`src/hdl/pfbpfa_pkg.sv`:
```
// Shared types, constants and helpers for the PFB to PFA segment converter.
// No dependencies; imported by every module of the block.
`default_nettype none

package pfbpfa_pkg;

    // Segment framing
    localparam logic [7:0] SEG_MARKER     = 8'd128;
    localparam logic [7:0] SEG_TEXT       = 8'd1;
    localparam logic [7:0] SEG_BINARY     = 8'd2;
    localparam logic [7:0] SEG_END        = 8'd3;

    // Characters
    localparam logic [7:0] CHAR_CR        = 8'd13;
    localparam logic [7:0] CHAR_LF        = 8'd10;
    localparam logic [7:0] CHAR_NONE      = 8'd0;

    // Line length register reset value
    localparam logic [7:0] HEX_LINE_RESET = 8'd40;

    // Status codes
    localparam logic [2:0] ST_RUNNING      = 3'd0;
    localparam logic [2:0] ST_DONE         = 3'd1;
    localparam logic [2:0] ST_BAD_MARKER   = 3'd2;
    localparam logic [2:0] ST_SHORT_LENGTH = 3'd3;
    localparam logic [2:0] ST_SHORT_TEXT   = 3'd4;
    localparam logic [2:0] ST_SHORT_BINARY = 3'd5;
    localparam logic [2:0] ST_BAD_TYPE     = 3'd6;
    localparam logic [2:0] ST_NO_END       = 3'd7;

    // Command queue between parser and output sequencer
    localparam int QUEUE_DEPTH = 4;
    localparam int QUEUE_AW    = $clog2(QUEUE_DEPTH);
    localparam int QUEUE_CW    = $clog2(QUEUE_DEPTH + 1);

    // Parser phase
    typedef enum logic [2:0] {
        PH_MARKER,
        PH_TYPE,
        PH_LENGTH,
        PH_TEXT,
        PH_BINARY,
        PH_STOPPED
    } t_phase;

    // What the sequencer must emit for one input transaction
    typedef enum logic [1:0] {
        CMD_NONE,    // one result, no character
        CMD_CHAR,    // one result, one character
        CMD_HEX,     // two hex digits
        CMD_HEX_NL   // two hex digits and a line feed
    } t_cmd_kind;

    typedef struct packed {
        t_cmd_kind   kind;
        logic [7:0]  data;
        logic [2:0]  status;
    } t_cmd;

    // Upper-case hex digit for a nibble
    function automatic logic [7:0] hex_char(input logic [3:0] nib);
        logic [7:0] c;
        if (nib < 4'd10) begin
            c = 8'h30 + {4'd0, nib};
        end else begin
            c = 8'h37 + {4'd0, nib};
        end
        return c;
    endfunction

endpackage

`default_nettype wire

```
`src/hdl/pfbpfa_front.sv`:
```
// Parser front end: accepts input bytes, tracks segment framing and issues
// one command per transaction into the queue. Depends on pfbpfa_pkg.
`default_nettype none

module pfbpfa_front import pfbpfa_pkg::*; (
    input  wire logic       i_clk,
    input  wire logic       i_rst_n,
    input  wire logic       i_in_valid,
    input  wire logic [7:0] i_data_byte,
    input  wire logic       i_end_of_file,
    input  wire logic       i_cfg_valid,
    input  wire logic [7:0] i_cfg_data,
    input  wire logic       i_q_full,
    output logic            o_in_stall,
    output logic            o_push,
    output t_cmd            o_cmd
);

    t_phase      r_phase, n_phase;
    logic        r_seg_bin, n_seg_bin;
    logic [1:0]  r_len_idx, n_len_idx;
    logic [31:0] r_remain, n_remain;
    logic [7:0]  r_line_cnt, n_line_cnt;
    logic [2:0]  r_status, n_status;
    logic [7:0]  r_line_len;

    logic        accept;
    logic [31:0] len_asm;
    logic [8:0]  cnt_inc;
    logic        hex_nl;
    logic        last_byte;

    assign o_in_stall = i_q_full;
    assign accept     = i_in_valid && !i_q_full;
    assign o_push     = accept;

    // Length assembly, little-endian lane write
    always_comb begin
        len_asm = r_remain;
        case (r_len_idx)
            2'd0:    len_asm[7:0]   = i_data_byte;
            2'd1:    len_asm[15:8]  = i_data_byte;
            2'd2:    len_asm[23:16] = i_data_byte;
            default: len_asm[31:24] = i_data_byte;
        endcase
    end

    assign cnt_inc   = {1'b0, r_line_cnt} + 9'd1;
    assign hex_nl    = cnt_inc >= {1'b0, r_line_len};
    assign last_byte = r_remain == 32'd1;

    // Next phase
    always_comb begin
        n_phase = r_phase;
        if (accept) begin
            case (r_phase)
                PH_MARKER: begin
                    if (i_end_of_file || i_data_byte != SEG_MARKER) begin
                        n_phase = PH_STOPPED;
                    end else begin
                        n_phase = PH_TYPE;
                    end
                end
                PH_TYPE: begin
                    if (i_end_of_file || i_data_byte == SEG_END ||
                        !(i_data_byte inside {SEG_TEXT, SEG_BINARY})) begin
                        n_phase = PH_STOPPED;
                    end else begin
                        n_phase = PH_LENGTH;
                    end
                end
                PH_LENGTH: begin
                    if (i_end_of_file) begin
                        n_phase = PH_STOPPED;
                    end else if (r_len_idx == 2'd3) begin
                        if (len_asm == 32'd0) begin
                            n_phase = PH_MARKER;
                        end else if (r_seg_bin) begin
                            n_phase = PH_BINARY;
                        end else begin
                            n_phase = PH_TEXT;
                        end
                    end
                end
                PH_TEXT, PH_BINARY: begin
                    if (i_end_of_file) begin
                        n_phase = PH_STOPPED;
                    end else if (last_byte) begin
                        n_phase = PH_MARKER;
                    end
                end
                default: n_phase = PH_STOPPED;
            endcase
        end
    end

    // Datapath updates and command
    always_comb begin
        n_seg_bin   = r_seg_bin;
        n_len_idx   = r_len_idx;
        n_remain    = r_remain;
        n_line_cnt  = r_line_cnt;
        n_status    = r_status;
        o_cmd.kind  = CMD_NONE;
        o_cmd.data  = CHAR_NONE;
        if (accept) begin
            case (r_phase)
                PH_MARKER: begin
                    if (i_end_of_file) begin
                        n_status = ST_NO_END;
                    end else if (i_data_byte != SEG_MARKER) begin
                        n_status = ST_BAD_MARKER;
                    end
                end
                PH_TYPE: begin
                    if (i_end_of_file ||
                        !(i_data_byte inside {SEG_TEXT, SEG_BINARY, SEG_END})) begin
                        n_status = ST_BAD_TYPE;
                    end else if (i_data_byte == SEG_END) begin
                        n_status = ST_DONE;
                    end else begin
                        n_seg_bin = i_data_byte == SEG_BINARY;
                        n_len_idx = 2'd0;
                        n_remain  = 32'd0;
                    end
                end
                PH_LENGTH: begin
                    if (i_end_of_file) begin
                        n_status = ST_SHORT_LENGTH;
                    end else begin
                        n_remain = len_asm;
                        if (r_len_idx == 2'd3) begin
                            n_len_idx  = 2'd0;
                            n_line_cnt = 8'd0;
                        end else begin
                            n_len_idx = r_len_idx + 2'd1;
                        end
                    end
                end
                PH_TEXT: begin
                    if (i_end_of_file) begin
                        n_status = ST_SHORT_TEXT;
                    end else begin
                        n_remain   = r_remain - 32'd1;
                        o_cmd.kind = CMD_CHAR;
                        o_cmd.data = (i_data_byte == CHAR_CR) ? CHAR_LF : i_data_byte;
                    end
                end
                PH_BINARY: begin
                    if (i_end_of_file) begin
                        n_status = ST_SHORT_BINARY;
                    end else begin
                        n_remain   = r_remain - 32'd1;
                        n_line_cnt = hex_nl ? 8'd0 : cnt_inc[7:0];
                        o_cmd.kind = hex_nl ? CMD_HEX_NL : CMD_HEX;
                        o_cmd.data = i_data_byte;
                    end
                end
                default: ;
            endcase
        end
        o_cmd.status = n_status;
    end

    // State registers
    always_ff @(posedge i_clk) begin
        if (!i_rst_n) begin
            r_phase    <= PH_MARKER;
            r_seg_bin  <= 1'b0;
            r_len_idx  <= 2'd0;
            r_remain   <= 32'd0;
            r_line_cnt <= 8'd0;
            r_status   <= ST_RUNNING;
            r_line_len <= HEX_LINE_RESET;
        end else begin
            r_phase    <= n_phase;
            r_seg_bin  <= n_seg_bin;
            r_len_idx  <= n_len_idx;
            r_remain   <= n_remain;
            r_line_cnt <= n_line_cnt;
            r_status   <= n_status;
            if (i_cfg_valid) begin
                r_line_len <= i_cfg_data;
            end
        end
    end

endmodule

`default_nettype wire

```
`src/hdl/pfbpfa_queue.sv`:
```
// Short command queue between the parser and the output sequencer.
// Depends on pfbpfa_pkg for the command type and depth.
`default_nettype none

module pfbpfa_queue import pfbpfa_pkg::*; (
    input  wire logic i_clk,
    input  wire logic i_rst_n,
    input  wire logic i_push,
    input  wire t_cmd i_cmd,
    input  wire logic i_pop,
    output logic      o_full,
    output logic      o_empty,
    output t_cmd      o_head
);

    t_cmd                r_mem [QUEUE_DEPTH];
    logic [QUEUE_AW-1:0] r_wr_ptr;
    logic [QUEUE_AW-1:0] r_rd_ptr;
    logic [QUEUE_CW-1:0] r_count;
    logic                do_push;
    logic                do_pop;

    assign o_full  = r_count == QUEUE_CW'(QUEUE_DEPTH);
    assign o_empty = r_count == '0;
    assign o_head  = r_mem[r_rd_ptr];
    assign do_push = i_push && !o_full;
    assign do_pop  = i_pop && !o_empty;

    // Storage
    always_ff @(posedge i_clk) begin
        if (do_push) begin
            r_mem[r_wr_ptr] <= i_cmd;
        end
    end

    // Pointers and fill count
    always_ff @(posedge i_clk) begin
        if (!i_rst_n) begin
            r_wr_ptr <= '0;
            r_rd_ptr <= '0;
            r_count  <= '0;
        end else begin
            if (do_push) begin
                r_wr_ptr <= (r_wr_ptr == QUEUE_AW'(QUEUE_DEPTH - 1)) ? '0 : r_wr_ptr + 1'b1;
            end
            if (do_pop) begin
                r_rd_ptr <= (r_rd_ptr == QUEUE_AW'(QUEUE_DEPTH - 1)) ? '0 : r_rd_ptr + 1'b1;
            end
            case ({do_push, do_pop})
                2'b10:   r_count <= r_count + 1'b1;
                2'b01:   r_count <= r_count - 1'b1;
                default: r_count <= r_count;
            endcase
        end
    end

endmodule

`default_nettype wire

```
`src/hdl/pfbpfa_back.sv`:
```
// Output sequencer: expands each queued command into one to three result
// transactions through an output register. Depends on pfbpfa_pkg.
`default_nettype none

module pfbpfa_back import pfbpfa_pkg::*; (
    input  wire logic       i_clk,
    input  wire logic       i_rst_n,
    input  wire logic       i_q_empty,
    input  wire t_cmd       i_head,
    output logic            o_pop,
    input  wire logic       i_out_stall,
    output logic            o_out_valid,
    output logic [7:0]      o_out_char,
    output logic            o_char_valid,
    output logic [2:0]      o_status,
    output logic            o_last
);

    logic       r_valid;
    logic [7:0] r_char;
    logic       r_cvalid;
    logic [2:0] r_status;
    logic       r_last;
    logic [1:0] r_beat;

    logic       load;
    logic       beat_last;
    logic [7:0] b_char;
    logic       b_cvalid;

    assign load = !r_valid || !i_out_stall;

    // Result for the current beat of the head command
    always_comb begin
        b_char    = CHAR_NONE;
        b_cvalid  = 1'b1;
        beat_last = 1'b1;
        case (i_head.kind)
            CMD_NONE: begin
                b_cvalid = 1'b0;
            end
            CMD_CHAR: begin
                b_char = i_head.data;
            end
            CMD_HEX, CMD_HEX_NL: begin
                case (r_beat)
                    2'd0: begin
                        b_char    = hex_char(i_head.data[7:4]);
                        beat_last = 1'b0;
                    end
                    2'd1: begin
                        b_char    = hex_char(i_head.data[3:0]);
                        beat_last = i_head.kind == CMD_HEX;
                    end
                    default: b_char = CHAR_LF;
                endcase
            end
            default: b_cvalid = 1'b0;
        endcase
    end

    assign o_pop = load && !i_q_empty && beat_last;

    // Output register and beat counter
    always_ff @(posedge i_clk) begin
        if (!i_rst_n) begin
            r_valid <= 1'b0;
            r_beat  <= 2'd0;
        end else if (load) begin
            r_valid <= !i_q_empty;
            if (!i_q_empty) begin
                r_beat <= beat_last ? 2'd0 : r_beat + 2'd1;
            end
        end
    end

    always_ff @(posedge i_clk) begin
        if (load) begin
            r_char   <= b_char;
            r_cvalid <= b_cvalid;
            r_status <= i_head.status;
            r_last   <= beat_last;
        end
    end

    assign o_out_valid  = r_valid;
    assign o_out_char   = r_char;
    assign o_char_valid = r_cvalid;
    assign o_status     = r_status;
    assign o_last       = r_last;

endmodule

`default_nettype wire

```
`src/hdl/pfb_to_pfa_segment_converter_core.sv`:
```
// PFB to PFA converter top level: parser, command queue, output sequencer.
// A transaction's first result is registered in the queue, then in the output register.
// Throughput: one result per cycle at the output register while i_out_stall is low;
// a transaction gives one result (marker, type, length, text), two (hex) or three (hex + LF).
// Input takes one transaction per cycle while the 4-entry queue has room.
// Reset: synchronous active low; clears state, queue and line length to 40.
`default_nettype none

module pfb_to_pfa_segment_converter_core import pfbpfa_pkg::*; (
    input  wire logic       i_clk,
    input  wire logic       i_rst_n,
    input  wire logic       i_in_valid,
    output logic            o_in_stall,
    input  wire logic [7:0] i_data_byte,
    input  wire logic       i_end_of_file,
    input  wire logic       i_cfg_valid,
    output logic            o_cfg_ready,
    input  wire logic [7:0] i_hex_bytes_per_line,
    output logic            o_out_valid,
    input  wire logic       i_out_stall,
    output logic [7:0]      o_out_char,
    output logic            o_char_valid,
    output logic [2:0]      o_status,
    output logic            o_last
);

    t_cmd push_cmd;
    t_cmd head_cmd;
    logic push;
    logic pop;
    logic q_full;
    logic q_empty;

    assign o_cfg_ready = 1'b1;

    pfbpfa_front u_front (
        .i_clk         (i_clk),
        .i_rst_n       (i_rst_n),
        .i_in_valid    (i_in_valid),
        .i_data_byte   (i_data_byte),
        .i_end_of_file (i_end_of_file),
        .i_cfg_valid   (i_cfg_valid),
        .i_cfg_data    (i_hex_bytes_per_line),
        .i_q_full      (q_full),
        .o_in_stall    (o_in_stall),
        .o_push        (push),
        .o_cmd         (push_cmd)
    );

    pfbpfa_queue u_queue (
        .i_clk   (i_clk),
        .i_rst_n (i_rst_n),
        .i_push  (push),
        .i_cmd   (push_cmd),
        .i_pop   (pop),
        .o_full  (q_full),
        .o_empty (q_empty),
        .o_head  (head_cmd)
    );

    pfbpfa_back u_back (
        .i_clk        (i_clk),
        .i_rst_n      (i_rst_n),
        .i_q_empty    (q_empty),
        .i_head       (head_cmd),
        .o_pop        (pop),
        .i_out_stall  (i_out_stall),
        .o_out_valid  (o_out_valid),
        .o_out_char   (o_out_char),
        .o_char_valid (o_char_valid),
        .o_status     (o_status),
        .o_last       (o_last)
    );

endmodule

`default_nettype wire

```
`config.mk`:
```
export PLATFORM = sky130hd
export DESIGN_NAME = pfb_to_pfa_segment_converter_core
export DESIGN_NICKNAME = d
export VERILOG_FILES = /design/src/hdl/pfbpfa_pkg.sv /design/src/hdl/pfbpfa_front.sv /design/src/hdl/pfbpfa_queue.sv /design/src/hdl/pfbpfa_back.sv /design/src/hdl/pfb_to_pfa_segment_converter_core.sv
export SDC_FILE = /design/constraint.sdc
export NUM_CORES = 1
export LEC_CHECK = 0
export BUFFER_PORTS_ARGS = -buffer_cell sky130_fd_sc_hd__buf_2
export CAP_MARGIN = 20
export CORE_ASPECT_RATIO = 0.9
export CORE_MARGIN = 2
export CORE_UTILIZATION = 50
export CTS_CLUSTER_DIAMETER = 50
export DETAILED_ROUTE_END_ITERATION = 10
export HOLD_SLACK_MARGIN = 0.03
export PLACE_DENSITY = 0.75
export SKIP_CTS_REPAIR_TIMING = 1
export SLEW_MARGIN = 10
export SYNTH_ARGS = -nofsm -noshare
export SYNTH_HDL_FRONTEND = slang
export SYNTH_HIERARCHICAL = 1
export SYNTH_SLANG_ARGS = --single-unit
```
`constraint.sdc`:
```
create_clock -name i_clk -period 3.45 [get_ports i_clk]
set_input_delay 0.69 -clock i_clk [delete_from_list [all_inputs] [get_ports i_clk]]
set_output_delay 0.69 -clock i_clk [all_outputs]
set_load 0.005 [all_outputs]
```
==> results of run 1 <==
==> metal layers <==
layer,GRT usage,vias up
li1,-,2983
met1,0.331,3039
met2,0.383,316
met3,0.0633,36
met4,0.0783,0
met5,0,-
==> layout make-up <==
| type | count | area (µm²) | share of cell area |
|---|---|---|---|
| multi-input cells | 571 | 3960 | 0.462 |
| flip-flops and latches | 134 | 3330 | 0.389 |
| clock inverters | 10 | 125 | 0.0146 |
| well taps | 198 | 248 | 0.0289 |
| repair buffers | 54 | 315 | 0.0368 |
| clock buffers | 22 | 464 | 0.0541 |
| inverters | 35 | 131 | 0.0153 |
==> placed cells by master (no fill, tap or decap), drive strengths merged, types with 5 or more instances in the layout <==
| master | n |
|---|---|
| a21boi | 5 |
| a21o | 7 |
| a21oi | 52 |
| a22o | 7 |
| a22oi | 10 |
| a31oi | 12 |
| a32oi | 5 |
| and2 | 19 |
| and3 | 11 |
| buf | 54 |
| clkbuf | 22 |
| dfxtp | 69 |
| edfxtp | 65 |
| ha | 25 |
| inv | 37 |
| mux2i | 31 |
| mux4 | 13 |
| nand2 | 58 |
| nand2b | 9 |
| nand3 | 21 |
| nor2 | 70 |
| nor2b | 9 |
| nor3 | 26 |
| nor4 | 13 |
| o211ai | 11 |
| o21ai | 58 |
| o22ai | 8 |
| o31ai | 5 |
| or3 | 7 |
| or4 | 6 |
| xnor2 | 6 |
==> logic make-up (layout without fill, tap and decap cells) <==
logic type                 count (synthesis)  in the layout  synth area share
buffers and inverters                     89            121            0.0502
AOI/OAI and AO/OA                        218            218             0.185
and+or+nand+nor                          270            270             0.192
other                                      1              1          0.000489
muxes                                     46             46            0.0835
xor gates and xnor gates                  10             10            0.0114
adders and majority gates                 26             26            0.0434
DFF                                      134            134             0.434
==> flip-flops by register name, summed over array words and instances, names as in the netlist, 2 cells and up, named ones only <==
register and count:
u_queue/r_rd_ptr 2, u_front/r_line_len 8, u_queue/r_wr_ptr 2, u_front/r_remain 32, u_queue/r_count 3, u_front/r_len_idx 2
u_back/o_out_char 8, u_front/r_line_cnt 8, u_back/o_status 3, u_back/r_beat 2, u_queue/r_mem 52, u_front/r_phase 3
u_front/r_status 3
==> worst paths after layout <==
check | startpoint | end | cells past startpoint
max | flop | u_queue/r_count[2] | 12
min | u_back/r_beat[1] | u_back/r_beat[1] | 2
max reg2reg | flop | u_queue/r_count[2] | 12
min reg2reg | u_back/r_beat[1] | u_back/r_beat[1] | 2
==> power groups by stage <==
stage	clock (mW)	sequential [mW]	combinational, mW
CTS	1.83	2.17	2.19
global placement	0	2.19	2.12
floorplan	0	2.16	1.64
detailed placement	0	2.20	2.15
finish	1.81	2.17	2.22
global route	1.90	2.20	2.45
==> critical path, cell delays in order (launching register included) <==
cell and delay (ns):
dfxtp_1 0.35, mux4_2 0.55, mux2_4 0.28, and2_4 0.17, nor2_1 0.12, o31ai_2 0.12
inv_1 0.08, ha_1 0.17, inv_1 0.07, fa_1 0.42, xor2_1 0.16, or3_1 0.32
a21boi_0 0.16
==> metrics by stage <==
step	total power, mW	cells
3_5_place_dp	4.35	992
6_report	6.20	1024
3_3_place_gp	4.31	992
2_1_floorplan	3.80	794
5_1_grt	6.55	1024
4_1_cts	6.19	1024
==> impl_metrics.json, run 1 <==
{
  "combPwrFrac": 0.358,
  "vias_per_cell": 6.22,
  "ir_drop_uv": 398,
  "finalNetCount": 861,
  "antenna_cells": 0,
  "synth.most_common_cell": "nor2_1",
  "die_area_um2": 16400,
  "rsz0062_at_grt": "false",
  "track_usage": 0.243,
  "antenna_found_initial": 0,
  "worstMarginPinSlew_ns": 0.814,
  "wl_met1_um": 8410,
  "seq_area_frac_synth": 0.434,
  "required_ns": 3.80,
  "yosysTopAreaCell": "edfxtp_1",
  "hold_slack_ns": 0.488,
  "power.leakage_nw": 3.23,
  "h-tree-depth": 4,
  "clockBufferDepth": 2,
  "fill_cells": 1262,
  "chipHeight_um": 122,
  "synth.area.top_cells": "edfxtp_1 25%, dfxtp_1 18%, ha_1 4.1%",
  "fp.coreArea_um2": 14900,
  "netlist_area_um2": 7680,
  "netlist.area_leader.share": 0.254,
  "place_area_um2": 7990,
  "synthFlopType": "dfxtp_1",
  "status": "completed",
  "cp.arrival_ns": 3.39,
  "worst_setup_path_end_kind": "flop",
  "synth_cells": 794,
  "place_ws_ns": 0.412,
  "syn-num-nets": 842,
  "synth_edf_count": 65,
  "gp_congestion": 0.896,
  "met3_length_um": 1550,
  "cts-buffers-inserted": 17,
  "drt_iter0_drc": 782,
  "clock-sinks": 134,
  "die_w_um": 135,
  "grt_max_degree": 47,
  "top_layer": "met4",
  "rows": 42,
  "path_max_fanout": 5,
  "post-route-min-period_ns": 3.03,
  "clock_latency_ns": 0.42,
  "yosysWarnings": 6,
  "wl_met2_um": 8730,
  "p_int_mw": 3.99,
  "synthArstFlopShare": 0,
  "setup_viol": 0,
  "fin_skew_ns": 0.00727,
  "route.vias.total": 6374,
  "ff2ff_setup_slack_ns": 0.42,
  "worstSetupPathType": "reg2reg",
  "cts-root-buf": "clkbuf_16",
  "relSlewSlack": 0.456,
  "switching_share": 0.356,
  "io_buffers": 36,
  "fin_ws_ns": 0.416,
  "wl_per_cell_um": 18.6,
  "globalRoute.totalOverflow": 0,
  "ioPinCount": 38,
  "pwr-share-clk": 0.292,
  "dr.pass1.iters": 5,
  "slew_viol_final": 0,
  "first_global_vias": 6090,
  "dpl.hpwl_um": 12400,
  "clkTransAtPathRegs_ns": 0.06,
  "start_util": 0.516,
  "hold_viol": 0,
  "design_area_um2": 8570,
  "max_cap_viol_count": 0,
  "utilization": 0.577,
  "cts_tree": "done",
  "synth-seq-cells": 134,
  "syn2layout_area_growth_pct": 11.7,
  "pwr-share-seq": 0.350,
  "yosysUniqueCellTypes": 86,
  "min_path_type": "reg2reg",
  "fmax_ghz": 0.330,
  "drc_errors": 0,
  "grt_pass1_wl_um": 31300,
  "drtAntennaViolNets": 0,
  "powerDensity_nw_per_um2": 723,
  "layout-drive-gt1-share": 0.149,
  "p_sw_mw": 2.21,
  "synth_commonest_cells": "70 x nor2_1, 69 x dfxtp_1, 65 x edfxtp_1, 56 x nand2_1, 53 x o21ai_0",
  "tns_ns": 0,
  "drt-total-wl_um": 19100,
  "critPathLaunchType": "flop",
  "avgSynthCellArea_um2": 9.67,
  "finalCritPeriodShare": 0.879
}
No activity file was read; power rests on OpenSTA's default activity.
==> run 2: changes to the inputs <==
CORE_ASPECT_RATIO = unset   (was 0.9)
==> run 2 against run 1 <==
Net effect:
- count of clock-buffer cells in the layout down 4
- die area about the same
- clock power down 6%
- worst setup slack worse by 0.025 ns
- maximum frequency down 0.82%
==> impl_metrics.json, run 2 (synthesis gave the netlist of run 1 again) <==
{
  "path_cells": "and3_1 -> and3_1 -> nand3_1 -> xnor2_1 -> ha_1 -> and3_1 -> a221o_1 -> a31o_2 -> a211oi_1 -> buf_4 -> nand2b_1 -> a31oi_1",
  "power.leakage_nw": 3.22,
  "status": "completed",
  "wl_per_cell_um": 18.2,
  "powerDensity_nw_per_um2": 709,
  "fill_cells": 1322,
  "fmax_ghz": 0.327,
  "worst_setup_path_end_kind": "flop",
  "clockBufferDepth": 2,
  "ioPinCount": 38,
  "grt_pass1_wl_um": 29700,
  "track_usage": 0.230,
  "slew_viol_final": 0,
  "dr.pass1.iters": 6,
  "worstSetupPathType": "reg2reg",
  "final_common_cell": "nor2_1",
  "cts_tree": "done",
  "pwr-share-seq": 0.358,
  "final_cell_mix": "70 x nor2_1, 69 x dfxtp_1, 65 x edfxtp_1",
  "switching_share": 0.360,
  "rows": 45,
  "gp_congestion": 0.921,
  "h-tree-depth": 4,
  "regMostFlops": "u_queue/r_mem",
  "largest_reg_flops": 52,
  "ff2ff_setup_slack_ns": 0.39,
  "hold_slack_ns": 0.477,
  "combPwrFrac": 0.360,
  "crit_path_top_delay_cell": "dfxtp_1",
  "post-route-min-period_ns": 3.06,
  "setup_viol": 0,
  "dp_cells": 983,
  "slowest_delay_ns": 0.42,
  "critPathLaunchType": "flop",
  "p_sw_mw": 2.18,
  "max_cap_viol_count": 0,
  "p_total_mw": 6.05,
  "finalCritPeriodShare": 0.887,
  "register_area_um2": 3330,
  "drt_iter0_drc": 618,
  "cts-root-buf": "clkbuf_16",
  "fin_skew_ns": 0.00722,
  "globalRoute.totalOverflow": 0,
  "antenna_cells": 0,
  "drtAntennaViolNets": 0,
  "ir_drop_uv": 407,
  "p_int_mw": 3.87,
  "rsz0062_at_grt": "false",
  "die_area_um2": 16400,
  "syn2layout_area_growth_pct": 11.2,
  "min_path_type": "reg2reg",
  "grt_max_degree": 31,
  "finalNetCount": 862,
  "vias_per_cell": 6.18,
  "clock_latency_ns": 0.43,
  "die_w_um": 128,
  "drc_errors": 0,
  "pwr-share-clk": 0.282,
  "layout.cells.non_filler": 1015,
  "cp.arrival_ns": 3.41,
  "chipHeight_um": 128,
  "worstMarginPinSlew_ns": 0.688,
  "cts-buffers-inserted": 17,
  "hold_viol": 0,
  "start_util": 0.509,
  "multi_input_area_um2": 3960,
  "top_regs": "u_queue/r_mem (52), u_front/r_remain (32)",
  "tns_ns": 0,
  "path_common_cell": "and3_1",
  "relSlewSlack": 0.539,
  "drt-total-wl_um": 18400,
  "dpl.hpwl_um": 12400,
  "layout-drive-gt1-share": 0.151,
  "path_max_fanout": 10,
  "route.vias.total": 6270,
  "io_buffers": 36,
  "first_global_vias": 5872,
  "fp.coreArea_um2": 15100,
  "clock-sinks": 134,
  "clkTransAtPathRegs_ns": 0.06,
  "antenna_found_initial": 0,
  "required_ns": 3.80
}
## run 2: worst max-delay path: cells and delay by family, from the launching register on
family | cells | cell delay (ns)
AO/OA/AOI/OAI | 4 | 1.02
XOR/XNOR | 1 | 0.21
adder cells (fa/ha/maj) | 1 | 0.28
buffers and inverters | 1 | 0.24
flip-flops | 1 | 0.42
AND/OR/NAND/NOR | 5 | 0.80
## run 2: final cells by class
cell class,count,area share
flip-flops and latches,134,0.391
well taps,188,0.0276
inverters,35,0.0154
clock inverters,14,0.0148
clock buffers,18,0.0503
multi-input cells,571,0.464
repair buffers,55,0.0378
## run 2: stage by stage
| step | util | worst slack (ns) | area (µm²) |
|---|---|---|---|
| after floorplan | - | 0.343 | 7680 |
| after global placement | 0.529 | 0.475 | 7980 |
| after detailed placement | 0.529 | 0.406 | 7980 |
| after CTS | 0.566 | 0.389 | 8540 |
| after global routing | 0.566 | 0.153 | 8540 |
| final | 0.566 | 0.391 | 8540 |
## run 2: metal layers
layer | global-route usage | wire (µm) | part of all wire | vias to the layer above
li1 | - | - | - | 2990
met4 | 0.0789 | 369 | 0.020 | 0
met3 | 0.0572 | 1280 | 0.070 | 43
met2 | 0.385 | 8980 | 0.49 | 269
met1 | 0.292 | 7800 | 0.42 | 2968
met5 | 0 | 0 | 0 | -
## run 2: power groups by stage
stage	sequential (mW)	clock (mW)	combinational, mW
3_5_place_dp	2.19	0	2.14
4_1_cts	2.16	1.73	2.16
3_3_place_gp	2.18	0	2.11
5_1_grt	2.19	1.80	2.41
6_report	2.16	1.71	2.18
2_1_floorplan	2.16	0	1.64
## run 2: path summary, 6_finish.rpt
check,start,to,cells past startpoint
worst max-delay path,u_front/r_line_cnt[2],u_front/r_line_cnt[2],12
worst min-delay path,u_back/r_beat[1],u_back/r_beat[1],2
worst max register to register,u_front/r_line_cnt[2],u_front/r_line_cnt[2],12
worst min register to register,u_back/r_beat[1],u_back/r_beat[1],2
==> run 3: changes to the inputs <==
--- a/config.mk
+++ b/config.mk
@@ -6,6 +6,8 @@
 export NUM_CORES = 1
 export LEC_CHECK = 0
+export ABC_AREA = 1
 export BUFFER_PORTS_ARGS = -buffer_cell sky130_fd_sc_hd__buf_2
 export CAP_MARGIN = 20
+export CORE_ASPECT_RATIO = 0.75
 export CORE_MARGIN = 2
 export CORE_UTILIZATION = 50
==> constraint.sdc (replaced) <==
create_clock -name i_clk -period 3.45 [get_ports i_clk]
set_input_delay 0.1725 -clock i_clk [delete_from_list [all_inputs] [get_ports i_clk]]
set_output_delay 0.1725 -clock i_clk [all_outputs]
set_load 0.005 [all_outputs]
==> run 3 against run 2 <==
Net effect:
- the flow now finishes with violations (negative hold slack)
- global-route usage rose by 1.9 points
- cell count rose by 38%
- routed wire length rose by 13%
- largest power group unchanged
==> impl_metrics.json, run 3 <==
{
  "failed_checks": "negative hold slack",
  "start_util": 0.509,
  "yosysTopAreaCell": "edfxtp_1",
  "yosysUniqueCellTypes": 51,
  "worstSetupPathType": "reg2reg",
  "grt_max_degree": 47,
  "worst_setup_path_end_kind": "flop",
  "clock_latency_ns": 0.43,
  "min_path_type": "in2reg",
  "max_cap_viol_count": 0,
  "finalNetCount": 1222,
  "fin_ws_ns": 0.660,
  "drc_errors": 0,
  "hold_slack_ns": -0.0256,
  "slowest_delay_ns": 0.59,
  "synth.area.top_cells": "edfxtp_1 24%, dfxtp_1 17%, nand2_1 15%",
  "layout.cells.non_filler": 1397,
  "power.leakage_nw": 4.17,
  "vias_per_cell": 5.47,
  "setup_viol": 0,
  "tns_ns": 0,
  "chipHeight_um": 115,
  "design_area_um2": 9100,
  "utilization": 0.568,
  "netlist_area_um2": 8160,
  "dr.pass1.iters": 7,
  "yosysWarnings": 6,
  "clockBufferDepth": 2,
  "fill_cells": 1465,
  "regToRegEndpoint": "u_queue/r_count[2]",
  "ff2ff_setup_slack_ns": 0.66,
  "status": "complete, but fails checks",
  "drt-total-wl_um": 20800,
  "avgSynthCellArea_um2": 7.16,
  "powerDensity_nw_per_um2": 861,
  "dp_cells": 1362,
  "die_area_um2": 17400,
  "p_total_mw": 7.83,
  "clkTransAtPathRegs_ns": 0.06,
  "worstMarginPinSlew_ns": 0.730,
  "dpl.hpwl_um": 14400,
  "first_global_vias": 6789,
  "fmax_ghz": 0.358,
  "critPathLaunchType": "flop",
  "path_common_cell": "inv_1",
  "track_usage": 0.249,
  "path_cells": "inv_8 -> o21ai_0 -> o22ai_2 -> inv_1 -> nand2_1 -> nand3_2 -> nand3_1 -> inv_1 -> inv_1 -> nor2_1 -> ha_1 -> inv_1 -> fa_1 -> inv_1 -> nand2_1 -> nand3_1 -> nand2_1 -> inv_1 -> nor2_1",
  "endpoint": "u_queue/r_count[2]",
  "rsz0062_at_grt": "false",
  "cts-root-buf": "clkbuf_16",
  "rows": 40,
  "required_ns": 3.77,
  "place_ws_ns": 0.654,
  "die_w_um": 152,
  "final_cell_mix": "319 x nand2_1, 165 x nor2_1, 127 x inv_1",
  "globalRoute.totalOverflow": 0,
  "drt_iter0_drc": 924,
  "gp_congestion": 0.921,
  "h-tree-depth": 4,
  "ir_drop_uv": 423,
  "synth_commonest_cells": "319 x nand2_1, 165 x nor2_1, 127 x inv_1, 77 x o21ai_0, 69 x dfxtp_1",
  "synth-seq-cells": 134,
  "regMostFlops": "u_queue/r_mem",
  "route.vias.total": 7638,
  "hold_viol": 1,
  "path_max_fanout": 26,
  "crit_path_top_delay_cell": "dfxtp_1",
  "cp.arrival_ns": 3.11,
  "synth_edf_count": 65,
  "ioPinCount": 38,
  "seq_area_frac_synth": 0.409,
  "fp.coreArea_um2": 16000,
  "clock-sinks": 134,
  "synth_cells": 1140,
  "largest_reg_flops": 52,
  "layout-drive-gt1-share": 0.106,
  "relSlewSlack": 0.513,
  "cts-buffers-inserted": 17,
  "io_buffers": 36,
  "register_area_um2": 3330,
  "wl_per_cell_um": 14.9,
  "post-route-min-period_ns": 2.79,
  "syn2layout_area_growth_pct": 11.5,
  "cts_tree": "done",
  "antenna_cells": 0,
  "synth.most_common_cell": "nand2_1",
  "reg2reg_depth": 19,
  "finalCritPeriodShare": 0.809,
  "synthFlopType": "dfxtp_1",
  "place_area_um2": 8430,
  "fin_skew_ns": 0.00960,
  "multi_input_area_um2": 4070,
  "final_common_cell": "nand2_1",
  "antenna_found_initial": 0,
  "slew_viol_final": 0,
  "grt_pass1_wl_um": 33900,
  "drtAntennaViolNets": 0,
  "top_regs": "u_queue/r_mem (52), u_front/r_remain (32)",
  "netlist.area_leader.share": 0.239,
  "synthArstFlopShare": 0,
  "syn-num-nets": 1188
}
==> run 3: changes by cell type in the layout (fill, tap and decap cells not counted), sizes merged, moves of 19 or more <==
| cell | change |
|---|---|
| nand3 | +48 |
| o21ai | +32 |
| nand2 | +270 |
| and2 | -19 |
| nor2 | +111 |
| inv | +99 |
| mux2i | -31 |
==> run 3: final cells by class <==
class                   count  area share
clock buffers              17      0.0468
well taps                 210      0.0289
clock inverters            15      0.0213
inverters                 134      0.0561
multi-input cells         838       0.447
flip-flops and latches    134       0.366
repair buffers             49      0.0333
==> run 3: worst min path at each step <==
stage	from	to	slack, ns	depth (start not counted)
after floorplan	i_cfg_valid	u_front/r_line_len[3]	0.28	1
after global placement	i_hex_bytes_per_line[0]	u_front/r_line_len[0]	0.39	3
after detailed placement	i_hex_bytes_per_line[3]	u_front/r_line_len[3]	0.39	3
after CTS	i_hex_bytes_per_line[3]	u_front/r_line_len[3]	-0.04	3
after global routing	i_cfg_valid	u_front/r_line_len[5]	0.03	2
final	i_hex_bytes_per_line[3]	u_front/r_line_len[3]	-0.03	3
==> run 3: power breakdown <==
group          switching [mW]  internal (mW)  total [mW]
combinational            2.49           1.15        3.64
sequential              0.221           2.08        2.30
clock                   0.734           1.15        1.89
==> run 3: layer usage <==
| layer | track usage | vias to the layer above | share of wire |
|---|---|---|---|
| met5 | 0 | - | 0 |
| met4 | 0.0753 | 0 | 0.015 |
| met3 | 0.0657 | 38 | 0.10 |
| met2 | 0.366 | 392 | 0.42 |
| met1 | 0.361 | 3423 | 0.46 |
| li1 | - | 3785 | - |
==> run 3: critical path, delay by kind of cell (launching register included) <==
family	cells	cell delay (ns)
AOI/OAI and AO/OA	2	0.33
and+or+nand+nor	8	0.54
adders and majority gates	2	0.60
DFF	1	0.59
buffers and inverters	7	0.62
==> run 3: cells by family (layout without fill, tap and decap cells) <==
| group | after synthesis | count (layout) | share of synthesized area |
|---|---|---|---|
| xor+xnor | 9 | 9 | 0.00966 |
| fa+ha+maj | 26 | 26 | 0.0408 |
| other cells | 1 | 1 | 0.000460 |
| compound gates | 186 | 186 | 0.128 |
| buf+inv | 168 | 215 | 0.0928 |
| simple gates | 616 | 616 | 0.320 |
| flops | 134 | 134 | 0.409 |
